### src/rtl/core/i2cms_pkg.sv
// ----------------------------------------------------------------------------
// i2cms_pkg
// Types and constants shared by the I2C master transfer sequencer.
// ----------------------------------------------------------------------------
package i2cms_pkg;

  // request kinds
  localparam logic [1:0] REQ_LOAD   = 2'd0;
  localparam logic [1:0] REQ_WRITE  = 2'd1;
  localparam logic [1:0] REQ_READ   = 2'd2;
  localparam logic [1:0] REQ_STATUS = 2'd3;

  // bus status codes (status register bits 7..3)
  localparam logic [4:0] ST_START      = 5'd1;
  localparam logic [4:0] ST_REP_START  = 5'd2;
  localparam logic [4:0] ST_MT_SLA_ACK = 5'd3;
  localparam logic [4:0] ST_MT_SLA_NAK = 5'd4;
  localparam logic [4:0] ST_MT_DAT_ACK = 5'd5;
  localparam logic [4:0] ST_MR_SLA_ACK = 5'd8;
  localparam logic [4:0] ST_MR_DAT_ACK = 5'd10;
  localparam logic [4:0] ST_MR_DAT_NAK = 5'd11;

  // control words
  localparam logic [4:0] CW_NONE  = 5'h00;
  localparam logic [4:0] CW_GO    = 5'h1B;
  localparam logic [4:0] CW_NEXT  = 5'h13;
  localparam logic [4:0] CW_STOP  = 5'h16;
  localparam logic [4:0] CW_RSTOP = 5'h15;

  // saturation limit of the transfer position
  localparam logic [4:0] POS_MAX = 5'd31;

  // widest buffer address carried between modules
  localparam int MEM_AW_MAX = 8;

  typedef enum logic [1:0] {
    MODE_FREE = 2'd0,
    MODE_SEND = 2'd1,
    MODE_RECV = 2'd2
  } mode_t;

  typedef struct packed {
    logic [1:0] req_type;
    logic [3:0] buf_index;
    logic [7:0] byte_in;
    logic [7:0] device_addr;
    logic [4:0] length;
    logic [4:0] status_code;
  } req_item_t;

  typedef struct packed {
    logic [1:0] start_result;
    logic       ctrl_valid;
    logic [4:0] ctrl_word;
    logic       data_valid;
    logic [7:0] data_out;
    logic       use_mem;
    logic       rx_valid;
    logic [3:0] rx_index;
    logic [7:0] rx_byte;
    logic       done_res;
    logic [4:0] done_status;
  } rsp_item_t;

  typedef struct packed {
    logic                  we;
    logic [MEM_AW_MAX-1:0] waddr;
    logic [7:0]            wdata;
    logic                  re;
    logic [MEM_AW_MAX-1:0] raddr;
  } mem_req_t;

endpackage

### src/rtl/core/i2cms_if.sv
// ----------------------------------------------------------------------------
// i2cms_if
// Valid/ready channels for request and result items.
// ----------------------------------------------------------------------------
interface i2cms_req_if;
  logic       valid;
  logic       ready;
  logic [1:0] req_type;
  logic [3:0] buf_index;
  logic [7:0] byte_in;
  logic [7:0] device_addr;
  logic [4:0] length;
  logic [4:0] status_code;

  modport source (output valid, req_type, buf_index, byte_in, device_addr, length,
                  status_code, input ready);
  modport sink   (input valid, req_type, buf_index, byte_in, device_addr, length,
                  status_code, output ready);
endinterface

interface i2cms_rsp_if;
  logic       valid;
  logic       ready;
  logic [1:0] start_result;
  logic       ctrl_valid;
  logic [4:0] ctrl_word;
  logic       data_valid;
  logic [7:0] data_out;
  logic       rx_valid;
  logic [3:0] rx_index;
  logic [7:0] rx_byte;
  logic       done_res;
  logic [4:0] done_status;

  modport source (output valid, start_result, ctrl_valid, ctrl_word, data_valid,
                  data_out, rx_valid, rx_index, rx_byte, done_res, done_status,
                  input ready);
  modport sink   (input valid, start_result, ctrl_valid, ctrl_word, data_valid,
                  data_out, rx_valid, rx_index, rx_byte, done_res, done_status,
                  output ready);
endinterface

### src/rtl/core/i2c_master_transfer_sequencer.sv
// ----------------------------------------------------------------------------
// i2c_master_transfer_sequencer
// Sequences I2C master write and read transfers on a TWI-style bus engine.
// ----------------------------------------------------------------------------
// Each request item (load tx byte, start write, start read, bus status) gives
// exactly one result item: control word, optional data-register load, any
// received byte with its buffer index, and a completion event. The block
// takes one item per clock: the transfer state is decided and updated at the
// cycle an item is accepted, and the transmit buffer (a synchronous memory of
// BUF_DEPTH bytes) is read in that same cycle. The buffer's registered read
// lines up with the output register, so a result shows in the cycle after its
// item is accepted. A new item is taken whenever the output register is empty
// or its item is being taken in the same cycle. A load writes the buffer at
// its accept edge; any later status item reads it at a later edge, so no
// forwarding path is needed. Buffer entries never loaded read as unknown.
// ----------------------------------------------------------------------------
module i2c_master_transfer_sequencer
  import i2cms_pkg::*;
#(
  parameter int BUF_DEPTH = 16
) (
  input  logic        clk,
  input  logic        rst,
  i2cms_req_if.sink   req,
  i2cms_rsp_if.source rsp
);

  req_item_t  item;
  rsp_item_t  rsp_comb;
  rsp_item_t  rsp_q;
  logic       rsp_valid;
  mem_req_t   mem_req;
  logic [7:0] mem_rdata;
  logic       accept;

  // take a new item when the output slot is free or drains this cycle
  assign req.ready = !rsp_valid || rsp.ready;
  assign accept    = req.valid && req.ready;

  assign item = '{
    req_type:    req.req_type,
    buf_index:   req.buf_index,
    byte_in:     req.byte_in,
    device_addr: req.device_addr,
    length:      req.length,
    status_code: req.status_code
  };

  i2cms_ctrl #(
    .BUF_DEPTH (BUF_DEPTH)
  ) u_ctrl (
    .clk     (clk),
    .rst     (rst),
    .accept  (accept),
    .item    (item),
    .rsp     (rsp_comb),
    .mem_req (mem_req)
  );

  // read data advances only with an accepted item, so it holds under stall
  i2cms_txbuf #(
    .BUF_DEPTH (BUF_DEPTH)
  ) u_txbuf (
    .clk     (clk),
    .mem_req (mem_req),
    .rdata   (mem_rdata)
  );

  // output register: hold the result until the sink takes it
  always_ff @(posedge clk) begin
    if (rst) begin
      rsp_valid <= 1'b0;
    end else if (accept) begin
      rsp_valid <= 1'b1;
    end else if (rsp.ready) begin
      rsp_valid <= 1'b0;
    end
  end

  always_ff @(posedge clk) begin
    if (accept) begin
      rsp_q <= rsp_comb;
    end
  end

  assign rsp.valid        = rsp_valid;
  assign rsp.start_result = rsp_q.start_result;
  assign rsp.ctrl_valid   = rsp_q.ctrl_valid;
  assign rsp.ctrl_word    = rsp_q.ctrl_word;
  assign rsp.data_valid   = rsp_q.data_valid;
  // buffer bytes come from the memory read; address bytes from the register
  assign rsp.data_out     = rsp_q.use_mem ? mem_rdata : rsp_q.data_out;
  assign rsp.rx_valid     = rsp_q.rx_valid;
  assign rsp.rx_index     = rsp_q.rx_index;
  assign rsp.rx_byte      = rsp_q.rx_byte;
  assign rsp.done_res     = rsp_q.done_res;
  assign rsp.done_status  = rsp_q.done_status;

endmodule

### src/rtl/core/i2cms_txbuf.sv
// ----------------------------------------------------------------------------
// i2cms_txbuf
// Transmit byte buffer: one write port, one registered read port.
// ----------------------------------------------------------------------------
module i2cms_txbuf
  import i2cms_pkg::*;
#(
  parameter int BUF_DEPTH = 16
) (
  input  logic       clk,
  input  mem_req_t   mem_req,
  output logic [7:0] rdata
);

  localparam int AW = (BUF_DEPTH > 1) ? $clog2(BUF_DEPTH) : 1;

  logic [7:0] mem [BUF_DEPTH];

  always_ff @(posedge clk) begin
    if (mem_req.we) begin
      mem[mem_req.waddr[AW-1:0]] <= mem_req.wdata;
    end
  end

  always_ff @(posedge clk) begin
    if (mem_req.re) begin
      rdata <= mem[mem_req.raddr[AW-1:0]];
    end
  end

endmodule

### src/rtl/core/i2cms_ctrl.sv
// ----------------------------------------------------------------------------
// i2cms_ctrl
// Transfer state and per-item decision; issues buffer reads and writes.
// ----------------------------------------------------------------------------
module i2cms_ctrl
  import i2cms_pkg::*;
#(
  parameter int BUF_DEPTH = 16
) (
  input  logic      clk,
  input  logic      rst,
  input  logic      accept,
  input  req_item_t item,
  output rsp_item_t rsp,
  output mem_req_t  mem_req
);

  mode_t      mode, mode_next;
  logic [7:0] target_addr, target_addr_next;
  logic [4:0] position, position_next;
  logic [4:0] xfer_length, xfer_length_next;

  logic       fetch;
  logic       finish;
  logic       pos_in_buf;
  logic [4:0] pos_inc;
  logic [8:0] len_sat;

  always_ff @(posedge clk) begin
    if (rst) begin
      mode        <= MODE_FREE;
      target_addr <= '0;
      position    <= '0;
      xfer_length <= '0;
    end else if (accept) begin
      mode        <= mode_next;
      target_addr <= target_addr_next;
      position    <= position_next;
      xfer_length <= xfer_length_next;
    end
  end

  assign pos_in_buf = {4'd0, position} < 9'(BUF_DEPTH);
  assign pos_inc    = (position < POS_MAX) ? position + 5'd1 : position;
  assign len_sat    = ({4'd0, item.length} > 9'(BUF_DEPTH)) ? 9'(BUF_DEPTH)
                                                             : {4'd0, item.length};

  always_comb begin
    mode_next        = mode;
    target_addr_next = target_addr;
    position_next    = position;
    xfer_length_next = xfer_length;
    rsp              = '0;
    fetch            = 1'b0;
    finish           = 1'b0;

    mem_req.we    = accept && (item.req_type == REQ_LOAD)
                    && ({5'd0, item.buf_index} < 9'(BUF_DEPTH));
    mem_req.waddr = {4'd0, item.buf_index};
    mem_req.wdata = item.byte_in;
    mem_req.re    = accept;
    mem_req.raddr = {3'd0, position};

    unique case (item.req_type)
      REQ_LOAD: begin
      end
      REQ_WRITE, REQ_READ: begin
        if (mode == MODE_SEND || mode == MODE_RECV) begin
          rsp.start_result = mode;
        end else begin
          target_addr_next = item.device_addr;
          position_next    = '0;
          xfer_length_next = len_sat[4:0];
          mode_next        = (item.req_type == REQ_WRITE) ? MODE_SEND : MODE_RECV;
          rsp.ctrl_valid   = 1'b1;
          rsp.ctrl_word    = CW_GO;
        end
      end
      default: begin
        rsp.ctrl_valid = 1'b1;
        unique case (mode)
          MODE_SEND: begin
            unique case (item.status_code)
              ST_START: begin
                rsp.data_valid = 1'b1;
                rsp.data_out   = target_addr;
                rsp.ctrl_word  = CW_NEXT;
              end
              ST_MT_SLA_ACK: begin
                fetch         = 1'b1;
                rsp.ctrl_word = CW_NEXT;
              end
              ST_MT_DAT_ACK: begin
                if (position < xfer_length) begin
                  fetch         = 1'b1;
                  rsp.ctrl_word = CW_NEXT;
                end else begin
                  rsp.ctrl_word = CW_STOP;
                  finish        = 1'b1;
                end
              end
              ST_MT_SLA_NAK: begin
                rsp.ctrl_word = CW_STOP;
                finish        = 1'b1;
              end
              default: begin
                rsp.ctrl_word = CW_NONE;
                finish        = 1'b1;
              end
            endcase
          end
          MODE_RECV: begin
            unique case (item.status_code)
              ST_START, ST_MT_SLA_NAK: begin
                rsp.data_valid = 1'b1;
                rsp.data_out   = target_addr;
                rsp.ctrl_word  = (item.status_code == ST_START) ? CW_NEXT : CW_GO;
              end
              ST_REP_START, ST_MR_SLA_ACK: begin
                rsp.ctrl_word = CW_NEXT;
              end
              ST_MR_DAT_ACK, ST_MR_DAT_NAK: begin
                rsp.rx_valid  = 1'b1;
                rsp.rx_index  = position[3:0];
                rsp.rx_byte   = item.byte_in;
                position_next = pos_inc;
                if (pos_inc < xfer_length) begin
                  if (item.status_code == ST_MR_DAT_ACK) begin
                    rsp.ctrl_word = CW_NEXT;
                  end else begin
                    rsp.data_valid = 1'b1;
                    rsp.data_out   = target_addr;
                    rsp.ctrl_word  = CW_GO;
                  end
                end else begin
                  rsp.ctrl_word = (item.status_code == ST_MR_DAT_ACK) ? CW_RSTOP : CW_STOP;
                  finish        = 1'b1;
                end
              end
              default: begin
                rsp.ctrl_word = CW_NONE;
                finish        = 1'b1;
              end
            endcase
          end
          default: begin
            rsp.ctrl_word = CW_NONE;
            mode_next     = MODE_FREE;
          end
        endcase
      end
    endcase

    // send the buffer byte at the current position; past the buffer send zero
    if (fetch) begin
      rsp.data_valid = 1'b1;
      rsp.use_mem    = pos_in_buf;
      position_next  = pos_inc;
    end

    if (finish) begin
      mode_next       = MODE_FREE;
      rsp.done_res    = 1'b1;
      rsp.done_status = item.status_code;
    end
  end

endmodule
### src/flat_wrapper.sv
// flat-port wrapper written by rule: the top's interface ports become plain ports
module i2c_master_transfer_sequencer_flat import i2cms_pkg::*;
#(
  parameter int BUF_DEPTH = 16
)
  (clk, rst, req_valid, req_req_type, req_buf_index, req_byte_in, req_device_addr, req_length, req_status_code, req_ready, rsp_valid, rsp_start_result, rsp_ctrl_valid, rsp_ctrl_word, rsp_data_valid, rsp_data_out, rsp_rx_valid, rsp_rx_index, rsp_rx_byte, rsp_done_res, rsp_done_status, rsp_ready);
  i2cms_req_if req_i ();
  i2cms_rsp_if rsp_i ();
  input  logic clk;
  input  logic rst;
  input wire logic [$bits(req_i.valid)-1:0] req_valid;
  input wire logic [$bits(req_i.req_type)-1:0] req_req_type;
  input wire logic [$bits(req_i.buf_index)-1:0] req_buf_index;
  input wire logic [$bits(req_i.byte_in)-1:0] req_byte_in;
  input wire logic [$bits(req_i.device_addr)-1:0] req_device_addr;
  input wire logic [$bits(req_i.length)-1:0] req_length;
  input wire logic [$bits(req_i.status_code)-1:0] req_status_code;
  output wire logic [$bits(req_i.ready)-1:0] req_ready;
  output wire logic [$bits(rsp_i.valid)-1:0] rsp_valid;
  output wire logic [$bits(rsp_i.start_result)-1:0] rsp_start_result;
  output wire logic [$bits(rsp_i.ctrl_valid)-1:0] rsp_ctrl_valid;
  output wire logic [$bits(rsp_i.ctrl_word)-1:0] rsp_ctrl_word;
  output wire logic [$bits(rsp_i.data_valid)-1:0] rsp_data_valid;
  output wire logic [$bits(rsp_i.data_out)-1:0] rsp_data_out;
  output wire logic [$bits(rsp_i.rx_valid)-1:0] rsp_rx_valid;
  output wire logic [$bits(rsp_i.rx_index)-1:0] rsp_rx_index;
  output wire logic [$bits(rsp_i.rx_byte)-1:0] rsp_rx_byte;
  output wire logic [$bits(rsp_i.done_res)-1:0] rsp_done_res;
  output wire logic [$bits(rsp_i.done_status)-1:0] rsp_done_status;
  input wire logic [$bits(rsp_i.ready)-1:0] rsp_ready;
  assign req_i.valid = req_valid;
  assign req_i.req_type = req_req_type;
  assign req_i.buf_index = req_buf_index;
  assign req_i.byte_in = req_byte_in;
  assign req_i.device_addr = req_device_addr;
  assign req_i.length = req_length;
  assign req_i.status_code = req_status_code;
  assign req_ready = req_i.ready;
  assign rsp_valid = rsp_i.valid;
  assign rsp_start_result = rsp_i.start_result;
  assign rsp_ctrl_valid = rsp_i.ctrl_valid;
  assign rsp_ctrl_word = rsp_i.ctrl_word;
  assign rsp_data_valid = rsp_i.data_valid;
  assign rsp_data_out = rsp_i.data_out;
  assign rsp_rx_valid = rsp_i.rx_valid;
  assign rsp_rx_index = rsp_i.rx_index;
  assign rsp_rx_byte = rsp_i.rx_byte;
  assign rsp_done_res = rsp_i.done_res;
  assign rsp_done_status = rsp_i.done_status;
  assign rsp_i.ready = rsp_ready;
  i2c_master_transfer_sequencer #(.BUF_DEPTH(BUF_DEPTH)) u_core (.clk(clk), .rst(rst), .req(req_i), .rsp(rsp_i));
endmodule
### config.mk
export PLATFORM = sky130hd
export DESIGN_NAME = i2c_master_transfer_sequencer_flat
export DESIGN_NICKNAME = d
export VERILOG_FILES = /design/src/rtl/core/i2cms_pkg.sv /design/src/rtl/core/i2cms_if.sv /design/src/rtl/core/i2c_master_transfer_sequencer.sv /design/src/rtl/core/i2cms_txbuf.sv /design/src/rtl/core/i2cms_ctrl.sv /design/src/flat_wrapper.sv
export SDC_FILE = /design/constraint.sdc
export NUM_CORES = 1
export LEC_CHECK = 0
export ABC_CLOCK_PERIOD_IN_PS = 5100
export BUFFER_PORTS_ARGS = -buffer_cell sky130_fd_sc_hd__buf_4
export CAP_MARGIN = 20
export CORE_MARGIN = 2
export CORE_UTILIZATION = 64
export CTS_CLUSTER_DIAMETER = 120
export DETAILED_ROUTE_END_ITERATION = 12
export PLACE_DENSITY = 0.89
export SYNTH_ARGS = -nofsm -noshare
export SYNTH_HDL_FRONTEND = slang
export SYNTH_HIERARCHICAL = 1
export SYNTH_SLANG_ARGS = --single-unit
### constraint.sdc
create_clock -name clk -period 5.1 [get_ports clk]
set_input_delay 0.51 -clock clk [delete_from_list [all_inputs] [get_ports clk]]
set_output_delay 0.51 -clock clk [all_outputs]
set_load 0.02 [all_outputs]
Yosys cells after proc, flatten, opt, wreduce, memory -nomap -nowiden
Memory sizes are Yosys's and may differ from the RTL's. A register that Yosys moved wholly into a read port is not among the register bits.
Index checks and enable logic that the tools add are counted.
{"block": "word_totals", "reg_bits": 58, "mem_bits_rw": 128, "input_bits": 36, "output_inout_bits": 38, "memories": 1}
{"name": "u_core.u_txbuf.mem", "depth": 16, "word_bits": 8, "rd": 1, "rd_ports_with_merged_regs": 1, "write_ports": 1, "line": "i2cms_txbuf.sv:17", "source": "logic [7:0] mem [BUF_DEPTH];"}
{"block": "op_classes", "n_addsub": 1, "magnitude_cmp": 5, "n_eq_ne": 17, "mux": 45, "n_bitwise": 3, "reduce_logical": 23}
{"cell": "two-way mux 9 bit", "count": 4}
{"cell": "one-hot mux 9 bit (2 select lines)", "count": 2}
{"cell": "two-way mux 5 bit", "count": 6}
{"cell": "one-hot mux 5 bit (3 select lines)", "count": 2}
{"cell": "one-hot mux 5 bit (2 select lines)", "count": 2}
{"cell": "== test 5 x 4 -> 1 bit (second input constant)", "count": 3}
{"cell": "two-way mux 13 bit", "count": 1}
{"cell": "two-way mux 4 bit", "count": 3}
{"cell": "two-way mux 6 bit", "count": 2}
{"cell": "one-hot mux 6 bit (2 select lines)", "count": 1}
{"cell": "OR reduction 2 bit", "count": 6}
{"cell": "== test 5 x 2 -> 1 bit (second input constant)", "count": 2}
{"cell": "== test 5 x 3 -> 1 bit (second input constant)", "count": 2}
{"cell": "< comparator 5 bit", "count": 2}
{"cell": "< comparator 5 bit (second input constant)", "count": 2}
{"cell": "two-way mux 1 bit", "count": 10}
{"cell": "two-way mux 2 bit", "count": 5}
{"cell": "two-way mux 8 bit", "count": 1}
{"cell": "one-hot mux 1 bit (2 select lines)", "count": 4}
{"cell": "OR reduction 4 bit", "count": 2}
{"cell": "!= test 3 bit (second input constant)", "count": 2}
{"cell": "nonzero test 3 bit", "count": 2}
{"cell": "adder 5 x 1 -> 5 bit (second input constant)", "count": 1}
{"cell": "== test 5 x 1 -> 1 bit (second input constant)", "count": 1}
{"cell": "19 further kinds", "count": 26}

Logic depth before layout (Yosys ltp)
Gate-level depths: netlist (run 1).
{"block": "depth", "word_depth": 9, "mapped_depth": 10}

By module
Netlist (run 1), hierarchy kept.
{"module": "i2cms_txbuf", "n_inst": 1, "cells_per_inst": 229, "area_per_inst_um2": 5227.5, "seq_area_each_um2": 4083.9}
{"module": "i2cms_ctrl", "n_inst": 1, "cells_per_inst": 246, "area_per_inst_um2": 1865.5, "seq_area_each_um2": 400.4}
{"module": "i2c_master_transfer_sequencer", "n_inst": 1, "cells_per_inst": 75, "area_per_inst_um2": 1463.9, "seq_area_each_um2": 1131.1}

Worst setup path before layout (run 1)
OpenSTA, ideal clock, no wires.
{"block": "synth_path", "path_type": "in2reg", "startpoint": "input rsp_ready", "endpoint": "memory u_core.u_txbuf.mem[0][0] (enable)", "arrival_ns": 3.180, "required_ns": 4.717, "setup_slack_ns": 1.536, "stages": 5, "path_cell_list": "nand2b_1 -> and2_1 -> and2_1 -> or3b_2 -> nor3_1"}
{"element": "start: declaration", "line": "flat_wrapper.sv:30", "source": "input wire logic [$bits(rsp_i.ready)-1:0] rsp_ready;"}
{"element": "end: declaration", "line": "i2cms_txbuf.sv:17"}

Worst setup path in the final report (run 1)
{"block": "layout_path", "startpoint": "register u_core.u_ctrl.position[1]", "endpoint": "register u_core/rsp_q[24] (netlist name) (data pin)"}
{"block": "layout_between", "elab_chain_len": 6, "word_cells_on_any_way": 7, "cone_classes": "1 x add/sub; 2 x order compare; 4 x mux"}
{"element": "start: declaration", "line": "i2cms_ctrl.sv:20", "source": "logic [4:0] position, position_next;"}
{"element": "start signal: assignment", "line": "i2cms_ctrl.sv:38", "source": "position <= position_next;"}
{"element": "adder 5 x 1 -> 5 bit / < comparator 5 bit (equally long branches)", "line": "i2cms_ctrl.sv:44", "source": "assign pos_inc = (position < POS_MAX) ? position + 5'd1 : position;"}
{"element": "two-way mux 5 bit (*)", "line": "i2cms_ctrl.sv:44"}
{"element": "< comparator 5 bit (*)", "line": "i2cms_ctrl.sv:127", "source": "if (pos_inc < xfer_length) begin"}
{"element": "two-way mux 9 bit (*)", "line": "i2cms_ctrl.sv:127"}
{"element": "one-hot mux 9 bit (2 select lines) (*)", "line": "i2cms_ctrl.sv:113", "source": "unique case (item.status_code)"}
{"element": "one-hot mux 9 bit (2 select lines) (*)", "line": "i2cms_ctrl.sv:81", "source": "unique case (mode)"}
{"element": "end signal: assignment", "line": "i2c_master_transfer_sequencer.sv:82", "source": "rsp_q <= rsp_comb;"}
{"element": "end: declaration", "line": "i2c_master_transfer_sequencer.sv:30", "source": "rsp_item_t rsp_q;"}
Mark *: on every way between the ends. The rest lies on a longest branch, timed or not.
A chain may end at the register's enable or synchronous reset.

==> summary.md, run 1 <==
| Metric | Value |
|---|---|
| CP bufs+invs | `0` |
| Gate power share | `5.5%` |
| Largest net degree at the start of global routing | `49` |
| CP Max Fanout | `21` |
| Final setup fails | `0` |
| DIE AREA | `14220 µm²` |
| RSZ-0062 raised after global routing | `no` |
| Net count of the mapped netlist | `596` |
| Delay-heaviest family, CP | `compound AO/OA/AOI/OAI gates` |
| Drc violations | `0` |
| CP Class | `flop to flop` |
| Reg power frac | `53.6%` |
| Initial antenna violation count | `0` |
| DR WL/cell | `21.53 µm` |
| Setup Skew | `0.005392 ns` |
| Peak VDD IR | `0.0003188 V` |
| Hold_buf cts | `0` |
| Vias per Instance | `6.061` |
| FP Rows | `42` |
| CTS tree | `built` |
| Ant diodes | `0` |
| Met1 GRT Util | `32.59%` |
| Net Switching | `661.4 µW` |
| Core Area | `13090 µm²` |
| Max frequency | `267.1 MHz` |
| Avg Synthesized Cell Area | `15.68 µm²` |
| Remaining antenna violation count after routing | `0` |
| Global-route wire length before repair | `25990 µm` |
| Fin crit share | `73.42%` |
| Post-Syn Area | `8501 µm²` |
| Die height | `119.3 µm` |
| Worst hold path class | `input port to flop` |
| Final slew viol count | `0` |
| Req. time, crit path | `5.40 ns` |
| Total global routing overflow | `0` |
| Clock Pin Slew Worst Setup and Hold Paths | `0.06 ns` |
| Slowest stage cell, crit path | `dfxtp_1` |
| Fin Hold WS | `0.3198 ns` |
| Max Cap Violations | `0` |
| H-tree level count | `4` |
| Startpoint Class | `flop` |
| CTS Buf Count | `17` |
| Reg-to-Reg Start | `u_core/u_ctrl/position[1]` |
| Hold EP | `u_core/rsp.valid` |
| Slowest stage delay, CP | `0.98 ns` |
| Status | `finished, final reports clean` |
| Vias in the first global route | `4596` |
| WHS Path Cells | `3` |
| CTS max path bufs | `2` |
| Sinks on Clock Net | `194` |
| Clock power frac | `40.9%` |
| Busiest grt layer | `met2` |
| Hold wc startpoint | `req_valid` |
| Setup slack, reg-to-reg | `1.36 ns` |
| I/O Buffers | `73` |
| Setup tns final | `0 ns` |
| Final RePlAce weighted congestion | `0.9068` |
| Crit. End Element | `flop` |
| Via count | `4685` |
| Post-Syn Instances | `542` |
| Most Frequent Cell on Critical Path | `ha_1` |
| PD cells | `347.2 nW/µm²` |
| DP Wirelength | `10790 µm` |
| Routed WL | `16640 µm` |
| Period minus WS final | `3.744 ns` |
| Die span in x | `119.3 µm` |
| Layout cells sized above 1 | `23.95%` |
| Relative slew slack | `33.42%` |
| Worst Reg2Reg Path Length in Cells | `10` |
| Post-CTS setup buffers | `0` |
| Clock insertion delay at the later pin of the skew report | `0.43 ns` |
| Met2 Track Usage GR | `41.70%` |
| Pint | `2.638 mW` |
| Critical Path, Cell by Cell | `ha_1 > nand3_1 > xor2_1 > nand2_1 > ha_1 > o2111a_1 > a221oi_1 > a31oi_1 > o21ai_1 > and2_1` |
| Tightest Pin Transition | `0.9973 ns` |
| Boundary Pins | `74` |
| Drt pass-1 iters | `5` |
| YS warnings | `6` |
| Initial DRC Count | `662` |
| PostCTS Resize Cnt | `0` |
| Starting Density | `64.96%` |
| LEAKAGE | `3.334 nW` |
| Final #Nets | `639` |
| Met3 GRT Util | `5.603%` |
| Switching Fraction | `20.04%` |
| Fin. Hold Viols | `0` |
| Layout area overhead | `11.80%` |
| Reg2Reg Capture Point | `u_core/rsp_q[24]` |
| GR Util All Layers | `25.03%` |
| Clock Tree Root | `clkbuf_16` |
| Worst path arrival time | `4.05 ns` |
==> tightest hold or removal path, delay by kind of cell <==
family | cells | cell delay [ns]
buffers and inverters | 2 | 0.11
AOI/OAI and AO/OA | 1 | 0.09
==> power by group through the flow <==
stage	Combinational (mW)	Sequential [mW]	Clock [mW]
global route	0.195	1.77	1.43
detailed placement	0.179	1.80	0
global placement	0.172	1.80	0
floorplan	0.122	1.80	0
finish	0.181	1.77	1.35
CTS	0.181	1.77	1.36
==> worst max path at each step <==
stage / to / slack [ns] / depth (start not counted) / start
finish: u_core/rsp_q[24] / 1.36 / 10 / u_core/u_ctrl/position[1]
global placement: u_core/rsp_q[22] / 1.65 / 10 / u_core/u_ctrl/position[1]
detailed placement: u_core/rsp_q[24] / 1.51 / 10 / u_core/u_ctrl/position[1]
global route: u_core/rsp_q[26] / 1.05 / 10 / u_core/u_ctrl/position[1]
CTS: u_core/rsp_q[26] / 1.44 / 10 / u_core/u_ctrl/position[1]
floorplan: u_core/u_txbuf/mem[0][0] / 1.54 / 5 / rsp_ready
==> per-stage QoR <==
step / total power, mW / setup WS, ns / instances / util [%] / instance area, µm²
5_1_grt: 3.396 / 1.055 / 773 / 72.63 / 9504
2_1_floorplan: 1.923 / 1.536 / 542 / - / 8501
3_3_place_gp: 1.974 / 1.652 / 739 / 67.89 / 8884
3_5_place_dp: 1.981 / 1.510 / 742 / 68.06 / 8906
6_report: 3.300 / 1.356 / 773 / 72.63 / 9504
4_1_cts: 3.311 / 1.441 / 773 / 72.63 / 9504
==> cell type report <==
| class | count | area [µm²] |
|---|---|---|
| inverters | 12 | 45.04 |
| clock inverters | 12 | 165.2 |
| clock buffers | 19 | 432.9 |
| repair buffers | 80 | 600.6 |
| flip-flops and latches | 194 | 5617 |
| fillers | 806 | 3581 |
| well taps | 176 | 220.2 |
| multi-input cells | 280 | 2424 |
==> metal layers <==
| layer | wire length [µm] | share of wire (%) |
|---|---|---|
| met5 | 0 | 0 |
| met4 | 369 | 2.2 |
| met3 | 1009 | 6.1 |
| met2 | 8623 | 52 |
| met1 | 6640 | 40 |
==> placed cells by master (no fill, tap or decap), drive strengths merged, types with 3 or more instances in the layout <==
master,n
nor2,25
nand2,43
clkinv,5
ha,18
a31oi,3
nor2b,4
dfxtp,21
mux2,8
and3,3
nor3,6
o21ai,6
inv,12
nand2b,14
and2,31
clkbuf,19
a22o,5
buf,80
nand3,10
edfxtp,173
clkinvlp,3
nand3b,8
a22oi,16
bufinv,4
a21oi,17
mux4,32
==> flip-flops by register name (all words and copies together) (netlist names) <==
signal and flops:
u_core/rsp.ctrl_valid 1, u_core/rsp.ctrl_word 5, u_core/rsp.data_valid 1, u_core/rsp.done_res 1
u_core/rsp.done_status 5, u_core/rsp.rx_byte 8, u_core/rsp.rx_index 4, u_core/rsp.rx_valid 1
u_core/rsp.start_result 2, u_core/rsp.valid 1, u_core/rsp_q 9, u_core/u_ctrl/mode 2
u_core/u_ctrl/position 5, u_core/u_ctrl/target_addr 8, u_core/u_ctrl/xfer_length 5, u_core/u_txbuf/mem 128
u_core/u_txbuf/rdata 8
Power figures use the tool's default switching activity.
==> run 2, diff against run 1 <==
- ABC_CLOCK_PERIOD_IN_PS: 5100 -> 3500
- CORE_UTILIZATION: 64 -> 59
- PLACE_DENSITY: 0.89 -> 0.83
- clock period: 5.1 -> 3.5 ns (I/O delays scaled with it)
==> summary.md, run 2 (synthesis gave the netlist of run 1 again) <==
| Metric | Value |
|---|---|
| Status | `finished, final reports clean` |
| Reg-to-Reg Start | `u_core/u_ctrl/position[0]` |
| Slowest stage delay, CP | `0.58 ns` |
| Req. time, crit path | `3.80 ns` |
| CTS tree | `built` |
| Fin. Hold Viols | `0` |
| Startpoint Class | `flop` |
| Via count | `4751` |
| Number of cells after detailed placement | `749` |
| Peak VDD IR | `0.0004279 V` |
| Clock Tree Root | `clkbuf_16` |
| Layout area overhead | `12.76%` |
| WHS Path Cells | `3` |
| Crit. End Element | `flop` |
| Max frequency | `309.4 MHz` |
| Reg2Reg Capture Point | `u_core/rsp_q[26]` |
| DIE AREA | `15380 µm²` |
| CP Max Fanout | `19` |
| Tot Pwr | `4.966 mW` |
| Largest net degree at the start of global routing | `49` |
| Worst Reg2Reg Path Length in Cells | `10` |
| Remaining antenna violation count after routing | `0` |
| Post-CTS setup buffers | `0` |
| Busiest grt layer | `met2` |
| Vias in the first global route | `4731` |
| DP Wirelength | `11100 µm` |
| Most frequent cells in the layout | `edfxtp_1 (173), buf_4 (83), nand2_1 (43), and2_1 (30), nor2_1 (25)` |
| Period minus WS final | `3.232 ns` |
| Sinks on Clock Net | `194` |
| Commonest non-fill, non-tap cell in the layout | `edfxtp_1` |
| DR WL/cell | `21.49 µm` |
| RSZ-0062 raised after global routing | `no` |
| Setup slack, reg-to-reg | `0.27 ns` |
| Critical Path, Cell by Cell | `buf_4 > nand3_1 > nor3_1 > a21oi_1 > ha_1 > o2111a_1 > a221oi_1 > a31oi_1 > o21ai_1 > and2_1` |
| Ant diodes | `0` |
| Starting Density | `60.77%` |
| Initial DRC Count | `527` |
| Layout cells sized above 1 | `24.63%` |
| Final Cell Area | `9585 µm²` |
| Total global routing overflow | `0` |
| Die height | `124.0 µm` |
| Fin cells | `781` |
| Drt pass-1 iters | `6` |
| LEAKAGE | `3.386 nW` |
| Worst path arrival time | `3.53 ns` |
| Max reg flops | `128` |
| Slowest stage cell, crit path | `a221oi_1` |
| Global-route wire length before repair | `26040 µm` |
| Final #Nets | `642` |
| CP Class | `flop to flop` |
| Final setup fails | `0` |
| I/O Buffers | `73` |
| DP Area | `8934 µm²` |
| Tightest Pin Transition | `0.8929 ns` |
| Setup tns final | `0 ns` |
| Vias per Instance | `6.083` |
| Clock insertion delay at the later pin of the skew report | `0.43 ns` |
| CTS Buf Count | `17` |
| Core Area | `13990 µm²` |
| Met1 GRT Util | `30.65%` |
| Final slew viol count | `0` |
| Hold wc startpoint | `req_valid` |
| Fin crit share | `92.34%` |
| Clock Pin Slew Worst Setup and Hold Paths | `0.07 ns` |
| Final core utilization | `68.52%` |
| H-tree level count | `4` |
| Initial antenna violation count | `0` |
| Boundary Pins | `74` |
| Max Cap Violations | `0` |
| Fillers | `908` |
| Met2 Track Usage GR | `39.80%` |
| Drc violations | `0` |
| FP Rows | `43` |
| Final RePlAce weighted congestion | `0.8733` |
| PD cells | `518.0 nW/µm²` |
| CTS max path bufs | `2` |
| Met3 GRT Util | `5.769%` |
| Relative slew slack | `40.25%` |
| GR Util All Layers | `23.54%` |
| Setup Skew | `0.007905 ns` |
| Hold EP | `u_core/rsp.valid` |
| PostCTS Resize Cnt | `0` |
| Worst hold path class | `input port to flop` |
| Routed WL | `16780 µm` |
| Hold_buf cts | `0` |
| Die span in x | `124.0 µm` |
-- run 2: cell count changes in the layout (fill, tap and decap cells not counted) --
| cell | previous run | this run |
|---|---|---|
| clkinv_2 | 3 | 1 |
| clkinv_4 | 0 | 1 |
| inv_8 | 0 | 3 |
| bufinv_16 | 4 | 5 |
| clkinvlp_4 | 3 | 0 |
| buf_4 | 80 | 83 |
| clkbuf_1 | 2 | 1 |
| inv_6 | 0 | 2 |
-- run 2: worst max-delay path by stage --
stage / start / endpoint / slack, ns / cells past startpoint
6_report: u_core/u_ctrl/position[0] / u_core/rsp_q[26] / 0.27 / 10
5_1_grt: u_core/u_ctrl/position[0] / u_core/rsp_q[26] / 0.09 / 10
4_1_cts: u_core/u_ctrl/position[0] / u_core/rsp_q[26] / 0.31 / 10
3_5_place_dp: u_core/u_ctrl/position[0] / u_core/rsp_q[21] / 0.34 / 10
3_3_place_gp: u_core/u_ctrl/position[0] / u_core/rsp_q[27] / 0.57 / 10
2_1_floorplan: u_core/rsp.valid / u_core/u_txbuf/mem[0][0] / 0.09 / 5
-- run 2: final cells by class --
cell class / count / area (µm²) / area share [%]
clock buffers: 18 / 429.2 / 4.477
multi-input cells: 280 / 2424 / 25.28
flip-flops and latches: 194 / 5617 / 58.60
repair buffers: 83 / 623.1 / 6.500
inverters: 12 / 45.04 / 0.4699
clock inverters: 14 / 222.7 / 2.323
well taps: 180 / 225.2 / 2.350
-- run 2: per-stage QoR --
step	setup WS, ns	hold WS [ns]
detailed placement	0.3359	0.4525
floorplan	0.08856	0.4191
finish	0.2682	0.1681
global placement	0.5744	0.4479
global route	0.09328	0.1539
CTS	0.3110	0.1598
-- run 2: worst max-delay path, delay by kind of cell, from the launching register on --
kind | cells | cell delay, ns
AO/OA/AOI/OAI | 5 | 1.50
AND/OR/NAND/NOR | 3 | 0.61
flip-flops | 1 | 0.35
buffers and inverters | 1 | 0.32
adder cells (fa/ha/maj) | 1 | 0.32
-- run 2: where the power goes --
group,switching (mW),total (mW),internal (mW)
sequential,0.0170,2.58,2.56
clock,0.845,2.13,1.28
combinational,0.160,0.263,0.103
total,1.02,4.97,3.94
-- run 2: layer usage --
metal / wire length, µm / share of wire (%)
met1: 6863 / 41
met2: 8701 / 52
met3: 979 / 5.8
met4: 236 / 1.4
met5: 0 / 0
